--- src/hdl/rtc_snapshot_to_datetime_defines.svh ---
// Assertion macros shared by the RTC snapshot decoder.
// No dependencies; included by files that carry concurrent checks.
`ifndef RTC_SNAPSHOT_TO_DATETIME_DEFINES_SVH
`define RTC_SNAPSHOT_TO_DATETIME_DEFINES_SVH

// Same-cycle implication, disabled while reset is asserted.
`define RTCSD_ASSERT_IMPL(label, clk, rst_n, ante, cons) \
    label: assert property (@(posedge clk) disable iff (!rst_n) (ante) |-> (cons)) \
        else $error("assertion failed");

// Next-cycle implication, disabled while reset is asserted.
`define RTCSD_ASSERT_NEXT(label, clk, rst_n, ante, cons) \
    label: assert property (@(posedge clk) disable iff (!rst_n) (ante) |=> (cons)) \
        else $error("assertion failed");

`endif

--- src/hdl/rtcsd_pkg.sv ---
// Types, constants and helper functions for the RTC snapshot decoder.
// No dependencies.
package rtcsd_pkg;

    localparam int unsigned SnapW   = 48;
    localparam int unsigned OutW    = 51;
    localparam int unsigned OutTdW  = 56;

    localparam logic [7:0]  PmFlag      = 8'h80;
    localparam logic [7:0]  NoonHour    = 8'd12;
    localparam logic [7:0]  YearPivot   = 8'd70;
    localparam logic [11:0] CenturyNew  = 12'd2000;
    localparam logic [11:0] CenturyOld  = 12'd1900;

    // configuration register indexes
    localparam logic CfgHour24 = 1'b0;
    localparam logic CfgBinary = 1'b1;

    typedef struct packed {
        logic hour_24;
        logic binary;
    } t_cfg;

    typedef struct packed {
        logic match;
        logic have_prev;
    } t_pair_status;

    typedef struct packed {
        logic [11:0] full_year;
        logic [7:0]  month_number;
        logic [7:0]  day_of_month;
        logic [6:0]  hours;
        logic [7:0]  minutes;
        logic [7:0]  seconds;
    } t_datetime;

    // high nibble * 10 + low nibble, wrapped to 8 bits
    function automatic logic [7:0] bcd_value(input logic [7:0] b);
        logic [7:0] hi;
        hi = {4'd0, b[7:4]};
        return (hi << 3) + (hi << 1) + {4'd0, b[3:0]};
    endfunction

    // x mod 3 for a 5-bit value: base-4 digit sum, then fold
    function automatic logic [1:0] mod3_5b(input logic [4:0] x);
        logic [2:0] s;
        logic [2:0] t;
        s = {1'b0, x[1:0]} + {1'b0, x[3:2]} + {2'b00, x[4]};
        t = {1'b0, s[1:0]} + {2'b00, s[2]};
        return (t >= 3'd3) ? 2'(t - 3'd3) : t[1:0];
    endfunction

    // x mod 24 = ((x >> 3) mod 3) * 8 + low three bits
    function automatic logic [7:0] mod24(input logic [7:0] x);
        return {3'b000, mod3_5b(x[7:3]), x[2:0]};
    endfunction

endpackage

--- src/hdl/rtcsd_pair.sv ---
// Snapshot pairing: holds the last clean snapshot and flags a repeat.
// Depends on rtcsd_pkg.
module rtcsd_pair (
    input  logic                       i_clk,
    input  logic                       i_rst_n,
    input  logic [rtcsd_pkg::SnapW-1:0] i_snap,
    input  logic                       i_consume,
    output rtcsd_pkg::t_pair_status    o_status
);

    logic [rtcsd_pkg::SnapW-1:0] r_prev;
    logic                        r_have_prev;
    logic [rtcsd_pkg::SnapW-1:0] n_prev;
    logic                        n_have_prev;
    logic                        w_match;

    assign w_match = r_have_prev && (i_snap == r_prev);

    always_comb begin
        n_prev      = r_prev;
        n_have_prev = r_have_prev;
        if (i_consume) begin
            if (w_match) begin
                n_have_prev = 1'b0;
            end else begin
                n_prev      = i_snap;
                n_have_prev = 1'b1;
            end
        end
    end

    always_ff @(posedge i_clk) begin
        if (!i_rst_n) begin
            r_prev      <= '0;
            r_have_prev <= 1'b0;
        end else begin
            r_prev      <= n_prev;
            r_have_prev <= n_have_prev;
        end
    end

    assign o_status.match     = w_match;
    assign o_status.have_prev = r_have_prev;

endmodule

--- src/hdl/rtcsd_decode.sv ---
// Combinational BCD/binary decode, 12/24-hour mapping and year windowing.
// Depends on rtcsd_pkg.
module rtcsd_decode (
    input  logic [rtcsd_pkg::SnapW-1:0] i_snap,
    input  rtcsd_pkg::t_cfg             i_cfg,
    output rtcsd_pkg::t_datetime        o_dt
);

    logic [7:0] w_raw [6];
    logic [7:0] w_dec [6];
    logic       w_pm;
    logic [7:0] w_hour;
    logic [7:0] w_year;

    always_comb begin
        for (int i = 0; i < 6; i++) begin
            w_raw[i] = i_snap[8*i +: 8];
        end
        w_pm     = w_raw[2][7];
        w_raw[2] = w_raw[2] & ~rtcsd_pkg::PmFlag;
        for (int i = 0; i < 6; i++) begin
            w_dec[i] = i_cfg.binary ? w_raw[i] : rtcsd_pkg::bcd_value(w_raw[i]);
        end

        w_hour = w_dec[2];
        if (!i_cfg.hour_24) begin
            if (w_dec[2] == rtcsd_pkg::NoonHour) begin
                if (!w_pm) w_hour = 8'd0;
            end else if (w_pm) begin
                // input is at most 127, so the sum fits in 8 bits
                w_hour = rtcsd_pkg::mod24(w_dec[2] + rtcsd_pkg::NoonHour);
            end
        end

        w_year = w_dec[5];
        o_dt.seconds      = w_dec[0];
        o_dt.minutes      = w_dec[1];
        o_dt.hours        = w_hour[6:0];
        o_dt.day_of_month = w_dec[3];
        o_dt.month_number = w_dec[4];
        o_dt.full_year    = {4'd0, w_year} + ((w_year < rtcsd_pkg::YearPivot) ?
                            rtcsd_pkg::CenturyNew : rtcsd_pkg::CenturyOld);
    end

endmodule

--- src/hdl/rtc_snapshot_to_datetime.sv ---
// RTC register snapshot to calendar date/time decoder, top level.
// Depends on rtcsd_pkg, rtcsd_pair, rtcsd_decode and the defines header.
//
// Usage:
//   Input stream: tdata carries the six raw clock bytes, tuser the
//   update-in-progress flag. Busy transactions are dropped at the port.
//   A clean snapshot is held in an input register; it produces a result
//   only if it equals the previous clean snapshot, after which a fresh
//   pair is needed. Non-matching snapshots are absorbed and stored.
//   Output stream: one decoded date/time per match, from a result register.
//   Path: the input register, then the result register, which drives o_m_axis_tvalid.
//   Throughput: one transaction per cycle unless stalled (see Stall); the decode
//   and the compare sit in one register-to-register step.
//   Stall: while the result register is full and not taken, a matching
//   snapshot waits in the input register and input ready drops; a
//   non-matching one still drains.
//   Reset (synchronous, active low): pipeline emptied, pairing cleared,
//   24-hour mode and BCD mode selected.
//   Config: write enable, index (0 = hour_format_24, 1 = binary_mode), data;
//   write only while idle.
`include "rtc_snapshot_to_datetime_defines.svh"

module rtc_snapshot_to_datetime (
    input  logic        i_clk,
    input  logic        i_rst_n,
    input  logic        i_cfg_we,
    input  logic        i_cfg_index,
    input  logic        i_cfg_wdata,
    input  logic        i_s_axis_tvalid,
    output logic        o_s_axis_tready,
    // raw_seconds, raw_minutes, raw_hours, raw_day, raw_month, raw_year
    input  logic [47:0] i_s_axis_tdata,
    // update_busy
    input  logic        i_s_axis_tuser,
    output logic        o_m_axis_tvalid,
    input  logic        i_m_axis_tready,
    // seconds[7:0], minutes[15:8], hours[22:16], day_of_month[30:23],
    // month_number[38:31], full_year[50:39], zero fill above
    output logic [55:0] o_m_axis_tdata
);

    rtcsd_pkg::t_cfg             r_cfg;
    logic                        r_in_valid;
    logic [rtcsd_pkg::SnapW-1:0] r_in_data;
    logic                        r_out_valid;
    rtcsd_pkg::t_datetime        r_out_data;

    rtcsd_pkg::t_pair_status     w_pair;
    rtcsd_pkg::t_datetime        w_dt;
    logic                        w_out_free;
    logic                        w_s1_go;
    logic                        w_out_load;
    logic                        w_s_fire;

    assign w_out_free      = !r_out_valid || i_m_axis_tready;
    assign w_s1_go         = r_in_valid && (w_out_free || !w_pair.match);
    assign w_out_load      = w_s1_go && w_pair.match;
    assign o_s_axis_tready = !r_in_valid || w_s1_go;
    assign w_s_fire        = i_s_axis_tvalid && o_s_axis_tready;

    always_ff @(posedge i_clk) begin
        if (!i_rst_n) begin
            r_cfg.hour_24 <= 1'b1;
            r_cfg.binary  <= 1'b0;
        end else if (i_cfg_we) begin
            unique case (i_cfg_index)
                rtcsd_pkg::CfgHour24: r_cfg.hour_24 <= i_cfg_wdata;
                rtcsd_pkg::CfgBinary: r_cfg.binary  <= i_cfg_wdata;
                default: ;
            endcase
        end
    end

    // input register: busy snapshots never enter
    always_ff @(posedge i_clk) begin
        if (!i_rst_n) begin
            r_in_valid <= 1'b0;
        end else if (o_s_axis_tready) begin
            r_in_valid <= w_s_fire && !i_s_axis_tuser;
        end
    end

    always_ff @(posedge i_clk) begin
        if (w_s_fire) begin
            r_in_data <= i_s_axis_tdata;
        end
    end

    rtcsd_pair u_pair (
        .i_clk     (i_clk),
        .i_rst_n   (i_rst_n),
        .i_snap    (r_in_data),
        .i_consume (w_s1_go),
        .o_status  (w_pair)
    );

    rtcsd_decode u_decode (
        .i_snap (r_in_data),
        .i_cfg  (r_cfg),
        .o_dt   (w_dt)
    );

    always_ff @(posedge i_clk) begin
        if (!i_rst_n) begin
            r_out_valid <= 1'b0;
        end else if (w_out_free) begin
            r_out_valid <= w_out_load;
        end
    end

    always_ff @(posedge i_clk) begin
        if (w_out_load) begin
            r_out_data <= w_dt;
        end
    end

    assign o_m_axis_tvalid = r_out_valid;
    assign o_m_axis_tdata  = {{(rtcsd_pkg::OutTdW - rtcsd_pkg::OutW){1'b0}}, r_out_data};

    // a delivered match always restarts the pairing
    `RTCSD_ASSERT_NEXT(a_match_clears_pair, i_clk, i_rst_n, w_out_load, !w_pair.have_prev)
    // busy transactions leave the input register empty
    `RTCSD_ASSERT_NEXT(a_busy_dropped, i_clk, i_rst_n, w_s_fire && i_s_axis_tuser, !r_in_valid)
    // a match blocked by a full result register waits with its data intact
    `RTCSD_ASSERT_NEXT(a_match_waits, i_clk, i_rst_n,
        r_in_valid && w_pair.match && !w_out_free, r_in_valid && $stable(r_in_data))
    // a result is only loaded from a held snapshot that had a partner
    `RTCSD_ASSERT_IMPL(a_load_has_prev, i_clk, i_rst_n, w_out_load,
        r_in_valid && w_pair.have_prev)

endmodule

--- config.mk ---
export PLATFORM = sky130hd
export DESIGN_NAME = rtc_snapshot_to_datetime
export DESIGN_NICKNAME = d
export VERILOG_FILES = /design/src/hdl/rtcsd_pkg.sv /design/src/hdl/rtcsd_pair.sv /design/src/hdl/rtcsd_decode.sv /design/src/hdl/rtc_snapshot_to_datetime.sv
export VERILOG_INCLUDE_DIRS = /design/src /design/src/hdl
export SDC_FILE = /design/constraint.sdc
export NUM_CORES = 1
export LEC_CHECK = 0
export BUFFER_PORTS_ARGS = -buffer_cell sky130_fd_sc_hd__buf_4
export CAP_MARGIN = 20
export CORE_ASPECT_RATIO = 1.25
export CORE_UTILIZATION = 52
export CTS_CLUSTER_DIAMETER = 50
export DETAILED_ROUTE_END_ITERATION = 7
export PLACE_DENSITY = 0.74
export SKIP_LAST_GASP = 1
export SLEW_MARGIN = 20
export SYNTH_ARGS = -nofsm -noshare
export SYNTH_HDL_FRONTEND = slang
export SYNTH_SLANG_ARGS = --single-unit
--- constraint.sdc ---
create_clock -name i_clk -period 4.3 [get_ports i_clk]
set_clock_uncertainty 0.2 [all_clocks]
set_input_delay 0.43 -clock i_clk [delete_from_list [all_inputs] [get_ports i_clk]]
set_output_delay 0.43 -clock i_clk [all_outputs]
set_load 0.02 [all_outputs]
[Yosys cells after proc, flatten, opt, wreduce, memory -nomap -nowiden]
Cells that the tools add are included.
Operators by class
  bitwise gates (word level): 2
  add/subtract/negate cells: 18
  equal/unequal tests: 2
  reductions and logical operators: 15
  order comparisons: 2
  muxes and demuxes: 13
Operators by type and width (number)
  $mux 8: 7
  $add 8x4->8: 6
  $eq 48x48->1: 1
  $add 7x5->8: 5
  $mux 7: 4
  $add 8x11->12: 1
  $add 8x4->8 const B: 1
  $eq 8x4->1 const B: 1
  $lt 8x7->1 const B: 1
  $add 6x4->7: 1
  $reduce_and 2->1: 3
  $logic_and 1x1->1: 5
  $logic_not 1->1: 4
  $add 2x1->3: 1
  $add 2x2->3: 1
  $add 3x1->3: 1
  $ge 3x2->1 const B: 1
  $logic_or 1x1->1: 3
  $mux 2: 1
  $not 1->1: 2
  $sub 2x2->2 const B: 1
  $mux 1: 1
Word-level totals
  flip-flop bits (word level): 152
  output and inout port bits: 58
  word-level logic and storage cells: 65
  bits of input ports: 56

[Longest topological paths before layout]
  depth after elaboration: 12
  gate-level depth with buffers: 18
  mapped depth without buffers: 18

[Modules after synthesis]
From an unflattened synthesis, not the netlist that was laid out.
Second synthesis, totals
  cell total of the unflattened synthesis: 666
  area, all modules: 7926.4 um2
Modules (own cells, without submodules)
  rtc_snapshot_to_datetime: times used 1, sequential area each 3052.9 um2, cells an instance 126, area each 3226.8 um2
  rtcsd_pair: times used 1, sequential area each 980.9 um2, cells an instance 280, area each 2464.9 um2
  rtcsd_decode: times used 1, sequential area each 0.0 um2, cells an instance 260, area each 2234.6 um2

[Worst setup path after synthesis]
OpenSTA, ideal clock, no wires.
  kind: register -> register
  start: register r_in_data[20] (netlist name)
  end: register r_out_data (netlist bit o_m_axis_tdata[19]) (data pin)
  required time: 3.826 ns
  cell stages (with the launch flop): 19
  arrival time: 4.003 ns
  buffers on the path: 0
  slack: -0.177 ns
  setup time: 0.274 ns
  clock period less this slack: 4.477 ns
  cell sequence: edfxtp_1 ha_1 ha_1 and2_1 a22o_1 o31a_1 a21oi_1 and2b_2 a21oi_1 fa_1 fa_1 inv_1 ha_1 inv_1 fa_1 xor2_1 nor3_1 o32ai_1 o311ai_1
RTL lines
  start: declaration: RTL line rtc_snapshot_to_datetime.sv:44  | logic [rtcsd_pkg::SnapW-1:0] r_in_data;
  start signal: assignment: RTL line rtc_snapshot_to_datetime.sv:85  | r_in_data <= i_s_axis_tdata;
  end signal: assignment: RTL line rtc_snapshot_to_datetime.sv:113  | r_out_data <= w_dt;
  end: declaration: RTL line rtc_snapshot_to_datetime.sv:46  | rtcsd_pkg::t_datetime r_out_data;

==> metrics list <==
- Footprint of the flip-flops and latches: 0.00404 mm^2
* Area of all placed cells without fillers: 0.0101 mm^2
* Count of yosys warnings during synthesis: 0
* Setup repair after global routing missed its margin: yes
* Async set or reset register ratio after synthesis: 0%
- Post-detailed-routing wire length: 17,100 um
* Worst reg-to-reg setup slack: 0.02 ns
- Startpoint of the most critical hold path: i_cfg_wdata
- The min-delay analysis places its worst path in the category in -> reg.
* Clock Root Buffer: sky130_fd_sc_hd__clkbuf_16
* Total number of placement rows: 49
- The critical path crosses 17 cells after its start point.
- After the last flow step, the layout net total stands at 967.
- Rel. slew slack: 38.5%
- The analysis attributes to cell leakage a power of 4.05 nW.
* Slew at the pin with the worst max-slew slack: 0.923 ns
- Number of endpoints with negative hold slack in the final report: 0
* Crit path arrival time: 4.23 ns
- In this run the horizontal extent of the chip is 112 um.
* Die Footprint: 0.0156 mm^2
- Instance count after placement with tap cells included: 948
* Total power of the final layout: between 4 and 5 mW
- Number of levels in the clock H-tree: 4
- Startpoint class of the critical path: register
- The multi-input combinational cells in the finished layout cover a total of 0.00372 mm^2.
- Among all flip-flop cells after synthesis, the most frequent one is sky130_fd_sc_hd__edfxtp_1.
- In the final routed layout, each cell accounts on average for roughly 17 um.
* Share of post-route cells with drive strength above 1: 25.1%
* Count of pins on the block boundary: 114
- In the post-synthesis netlist, the cell with the most instances is sky130_fd_sc_hd__nand2_1.
- Count of buffers inserted at the top-level ports: 108
* Via density: 5.43
* Die Y: 139 um
- Area Growth Syn to Fin: 29.1%
- Buffer levels on the longest clock path: 2
* End-of-flow core utilization: slightly below 70%
- Max Transition Viols Final: 0
- Detailed routing inserted a total of 5,621 vias.
- The first detailed-routing pass took 8 iterations.
- The worst setup path is of the reg -> reg kind.
- Static timing analysis puts the maximum clock frequency at 234 MHz.
- Wire length of the first global-routing pass: 27,400 um
- After synthesis the cells add up to 0.00785 mm^2.
- WHS: 0.0398 ns
- Number of DRC markers after the initial detailed-route iteration: between 200 and 300
- Kind of end point of the critical path: register
- Clock insertion delay at the later pin of the skew report: 0.43 ns
- After synthesis, the cell types taking the most area are sky130_fd_sc_hd__edfxtp_1 (38%), sky130_fd_sc_hd__dfxtp_1 (14%), sky130_fd_sc_hd__ha_1 (8.0%), sky130_fd_sc_hd__mux2i_1 (6.2%), sky130_fd_sc_hd__nand2_1 (6.0%).
- Largest stage delay on the critical path: ~0.52 ns
- The number of buffers and inverters on the critical path is 2.
- Entering global routing, the biggest net connects 102 pins.
- Final worst-path cycle share: 99.4%
- Cell with the largest stage delay on the worst path: sky130_fd_sc_hd__or4_4
- Critical path fanouts, max: 4
- Power spread over the standard cell area amounts to 442 mW/mm^2.
- Worst setup path endpoint: o_m_axis_tdata[19]$_DFFE_PP_
- Clock-pin slew was measured on the worst setup and hold paths at 0.06 ns.
* Post-detailed-placement half-perimeter wirelength: 11,500 um
- The number of antenna violations at the first check in global routing is 0.
- Synthesized instance count: around 670
* # clock sinks: 152
- The number of antenna diodes in the final layout is 0.
- Number of cell instances on the worst register-to-register path: 17
- Required time of the worst setup path: approximately 4.3 ns
- Floorplan core area: 0.0146 mm^2
- For this run the aggregate overflow at the end of global routing stands at 0.
- In the global route stage, overall resource usage came out at a little under a quarter.
* Violated checks: DRC
- The synthesized design spends more area on one cell type than any other, namely sky130_fd_sc_hd__edfxtp_1.
* Via count of the first global-routing pass: between 5,000 and 6,000
- Setup violations, final: 0
* Fillers: 1,030
* Family with the most delay on the worst path: adder cells
- The synthesized design devotes to its leading area cell type roughly 38% of total area.
* Number of maximum-capacitance violations: 0
- Sequential elements use 51.4% of the synthesized area.
* Final std cells w/o fill: 1,036
* Cell breakdown of the critical path: ha_4, ha_4, a21oi_2, or4_4, o211ai_4, and2b_2, a21oi_2, fa_2, fa_2, inv_2, ha_4, inv_2, fa_2, xor2_1, nor3_1, o32ai_1, o311ai_1
* Post-route DRC violation count: 7
- A synthesized cell averages ~12 um^2.
- Crit Reg-Reg Startpoint: r_in_data[20]$_DFFE_PP_
- Library cells used by synthesis: 54
* Inserted Clock Buffers: 17
* List of most frequent post-synthesis cells: sky130_fd_sc_hd__nand2_1 (126), sky130_fd_sc_hd__edfxtp_1 (99), sky130_fd_sc_hd__dfxtp_1 (53)
- Detail Route Antenna Nets: 0
- IR Drop Worst-Case VDD: around 0.26 mV
- Routability-driven placement finished with a final weighted congestion of between 0.8 and 0.9.
- TritonCTS built the clock tree.
- Crit path from: r_in_data[20]$_DFFE_PP_
- Subtracting the final worst setup slack from the clock period gives 4.28 ns.
- For this configuration, the core starts out at a cell density of ~54%.
- The endpoint identified for the worst register-to-register timing path is o_m_axis_tdata[19]$_DFFE_PP_.
- Counting flops with a built-in enable in the synthesized netlist gives 99.
- Result of the run: finished with violations
- Synthesis inferred around 150 register bits.
- Post-place instance area: 0.00893 mm^2
layout make-up:
class / instances / area share [%]
Inverter: 25 / 0.926
Clock inverter: 12 / 1.25
Tap cell: 178 / 2.20
Multi-Input combinational cell: 469 / 36.7
Sequential cell: 152 / 39.8
Clock buffer: 19 / 4.37
Timing Repair Buffer: 181 / 14.7
power breakdown:
group	total, mW	switching [mW]	internal [mW]
clock network	1.44	0.580	0.861
registers	1.74	0.0737	1.67
logic	1.30	0.628	0.674
registers in the layout (all words and copies together) (netlist names):
name / flops
r_in_valid: 1
o_m_axis_tvalid: 1
o_m_axis_tdata: 51
r_in_data: 48
r_cfg: 2
u_pair.r_have_prev: 1
u_pair.r_prev: 48
worst min path at each step:
stage / cells past startpoint / slack [ns] / end
finish: 3 / 0.04 / r_cfg[1]$_SDFFE_PN1P_
global route: 3 / 0.05 / r_cfg[1]$_SDFFE_PN1P_
CTS: 3 / 0.03 / r_cfg[1]$_SDFFE_PN1P_
detailed placement: 2 / 0.26 / u_pair.r_prev[39]$_SDFFE_PN0P_
global placement: 2 / 0.24 / u_pair.r_prev[39]$_SDFFE_PN0P_
floorplan: 2 / 0.23 / u_pair.r_prev[39]$_SDFFE_PN0P_
per-layer routing:
layer	GRT usage (%)	share of wire [%]
met3	4.88	4.0
met4	8.68	2.2
met1	26.0	40
met2	41.1	53
met5	0	0
logic make-up (layout without fill, tap and decap cells):
logic type	Yosys count	after routing	share of synthesized area, %
buffers and inverters	54	237	3.22
muxes	66	66	8.68
and+or+nand+nor	188	188	10.9
DFF	152	152	51.4
other	1	5	0.0477
xor gates and xnor gates	65	65	7.25
adders and majority gates	65	65	11.8
AOI/OAI and AO/OA	80	80	6.72
through the flow:
| stage | worst slack, ns | TNS [ns] |
|---|---|---|
| 2_1_floorplan | 0.0269 | 0 |
| 3_3_place_gp | 0.0329 | 0 |
| 6_report | 0.0239 | 0 |
| 3_5_place_dp | -0.135 | -0.256 |
| 5_1_grt | -0.145 | -0.183 |
| 4_1_cts | 0.00636 | 0 |
layout by cell type, fill, tap and decap left out, types with 5 or more instances in the layout:
cell type	Yosys	routed
sky130_fd_sc_hd__a21boi_0	5	5
sky130_fd_sc_hd__a21o_1	11	11
sky130_fd_sc_hd__a21oi_1	15	11
sky130_fd_sc_hd__buf_4	8	131
sky130_fd_sc_hd__clkbuf_16	0	17
sky130_fd_sc_hd__clkinvlp_4	0	5
sky130_fd_sc_hd__conb_1	1	5
sky130_fd_sc_hd__dfxtp_1	53	52
sky130_fd_sc_hd__dlygate4sd3_1	0	48
sky130_fd_sc_hd__edfxtp_1	99	99
sky130_fd_sc_hd__fa_1	15	11
sky130_fd_sc_hd__ha_1	50	44
sky130_fd_sc_hd__inv_1	25	23
sky130_fd_sc_hd__mux2_2	17	17
sky130_fd_sc_hd__mux2i_1	49	49
sky130_fd_sc_hd__nand2_1	126	125
sky130_fd_sc_hd__nand2b_1	6	6
sky130_fd_sc_hd__nand4_1	7	7
sky130_fd_sc_hd__nor2_1	10	9
sky130_fd_sc_hd__nor2b_1	10	9
sky130_fd_sc_hd__nor4_1	8	8
sky130_fd_sc_hd__o21ai_0	22	19
sky130_fd_sc_hd__o31a_1	5	5
sky130_fd_sc_hd__xnor2_1	34	34
sky130_fd_sc_hd__xor2_1	31	30
what timing repair did:
| action | CTS | global route |
|---|---|---|
| setup endpoints to repair | 2 | 8 |
| resized for setup | 6 | 19 |
| pin swaps | 7 | 8 |
| hold buffers | 48 | 0 |
| hold endpoints to repair | 48 | 0 |
| setup buffers | 3 | 6 |
worst reg2reg max path, stage by stage, from the launching register on:
cell and delay (ns):
sky130_fd_sc_hd__edfxtp_1 0.46, sky130_fd_sc_hd__ha_4 0.27, sky130_fd_sc_hd__ha_4 0.30, sky130_fd_sc_hd__a21oi_2 0.08
sky130_fd_sc_hd__or4_4 0.52, sky130_fd_sc_hd__o211ai_4 0.14, sky130_fd_sc_hd__and2b_2 0.26, sky130_fd_sc_hd__a21oi_2 0.15
sky130_fd_sc_hd__fa_2 0.22, sky130_fd_sc_hd__fa_2 0.20, sky130_fd_sc_hd__inv_2 0.05, sky130_fd_sc_hd__ha_4 0.27
sky130_fd_sc_hd__inv_2 0.04, sky130_fd_sc_hd__fa_2 0.37, sky130_fd_sc_hd__xor2_1 0.17, sky130_fd_sc_hd__nor3_1 0.06
sky130_fd_sc_hd__o32ai_1 0.13, sky130_fd_sc_hd__o311ai_1 0.13
Note: power is estimated with default switching activity, not from simulation.
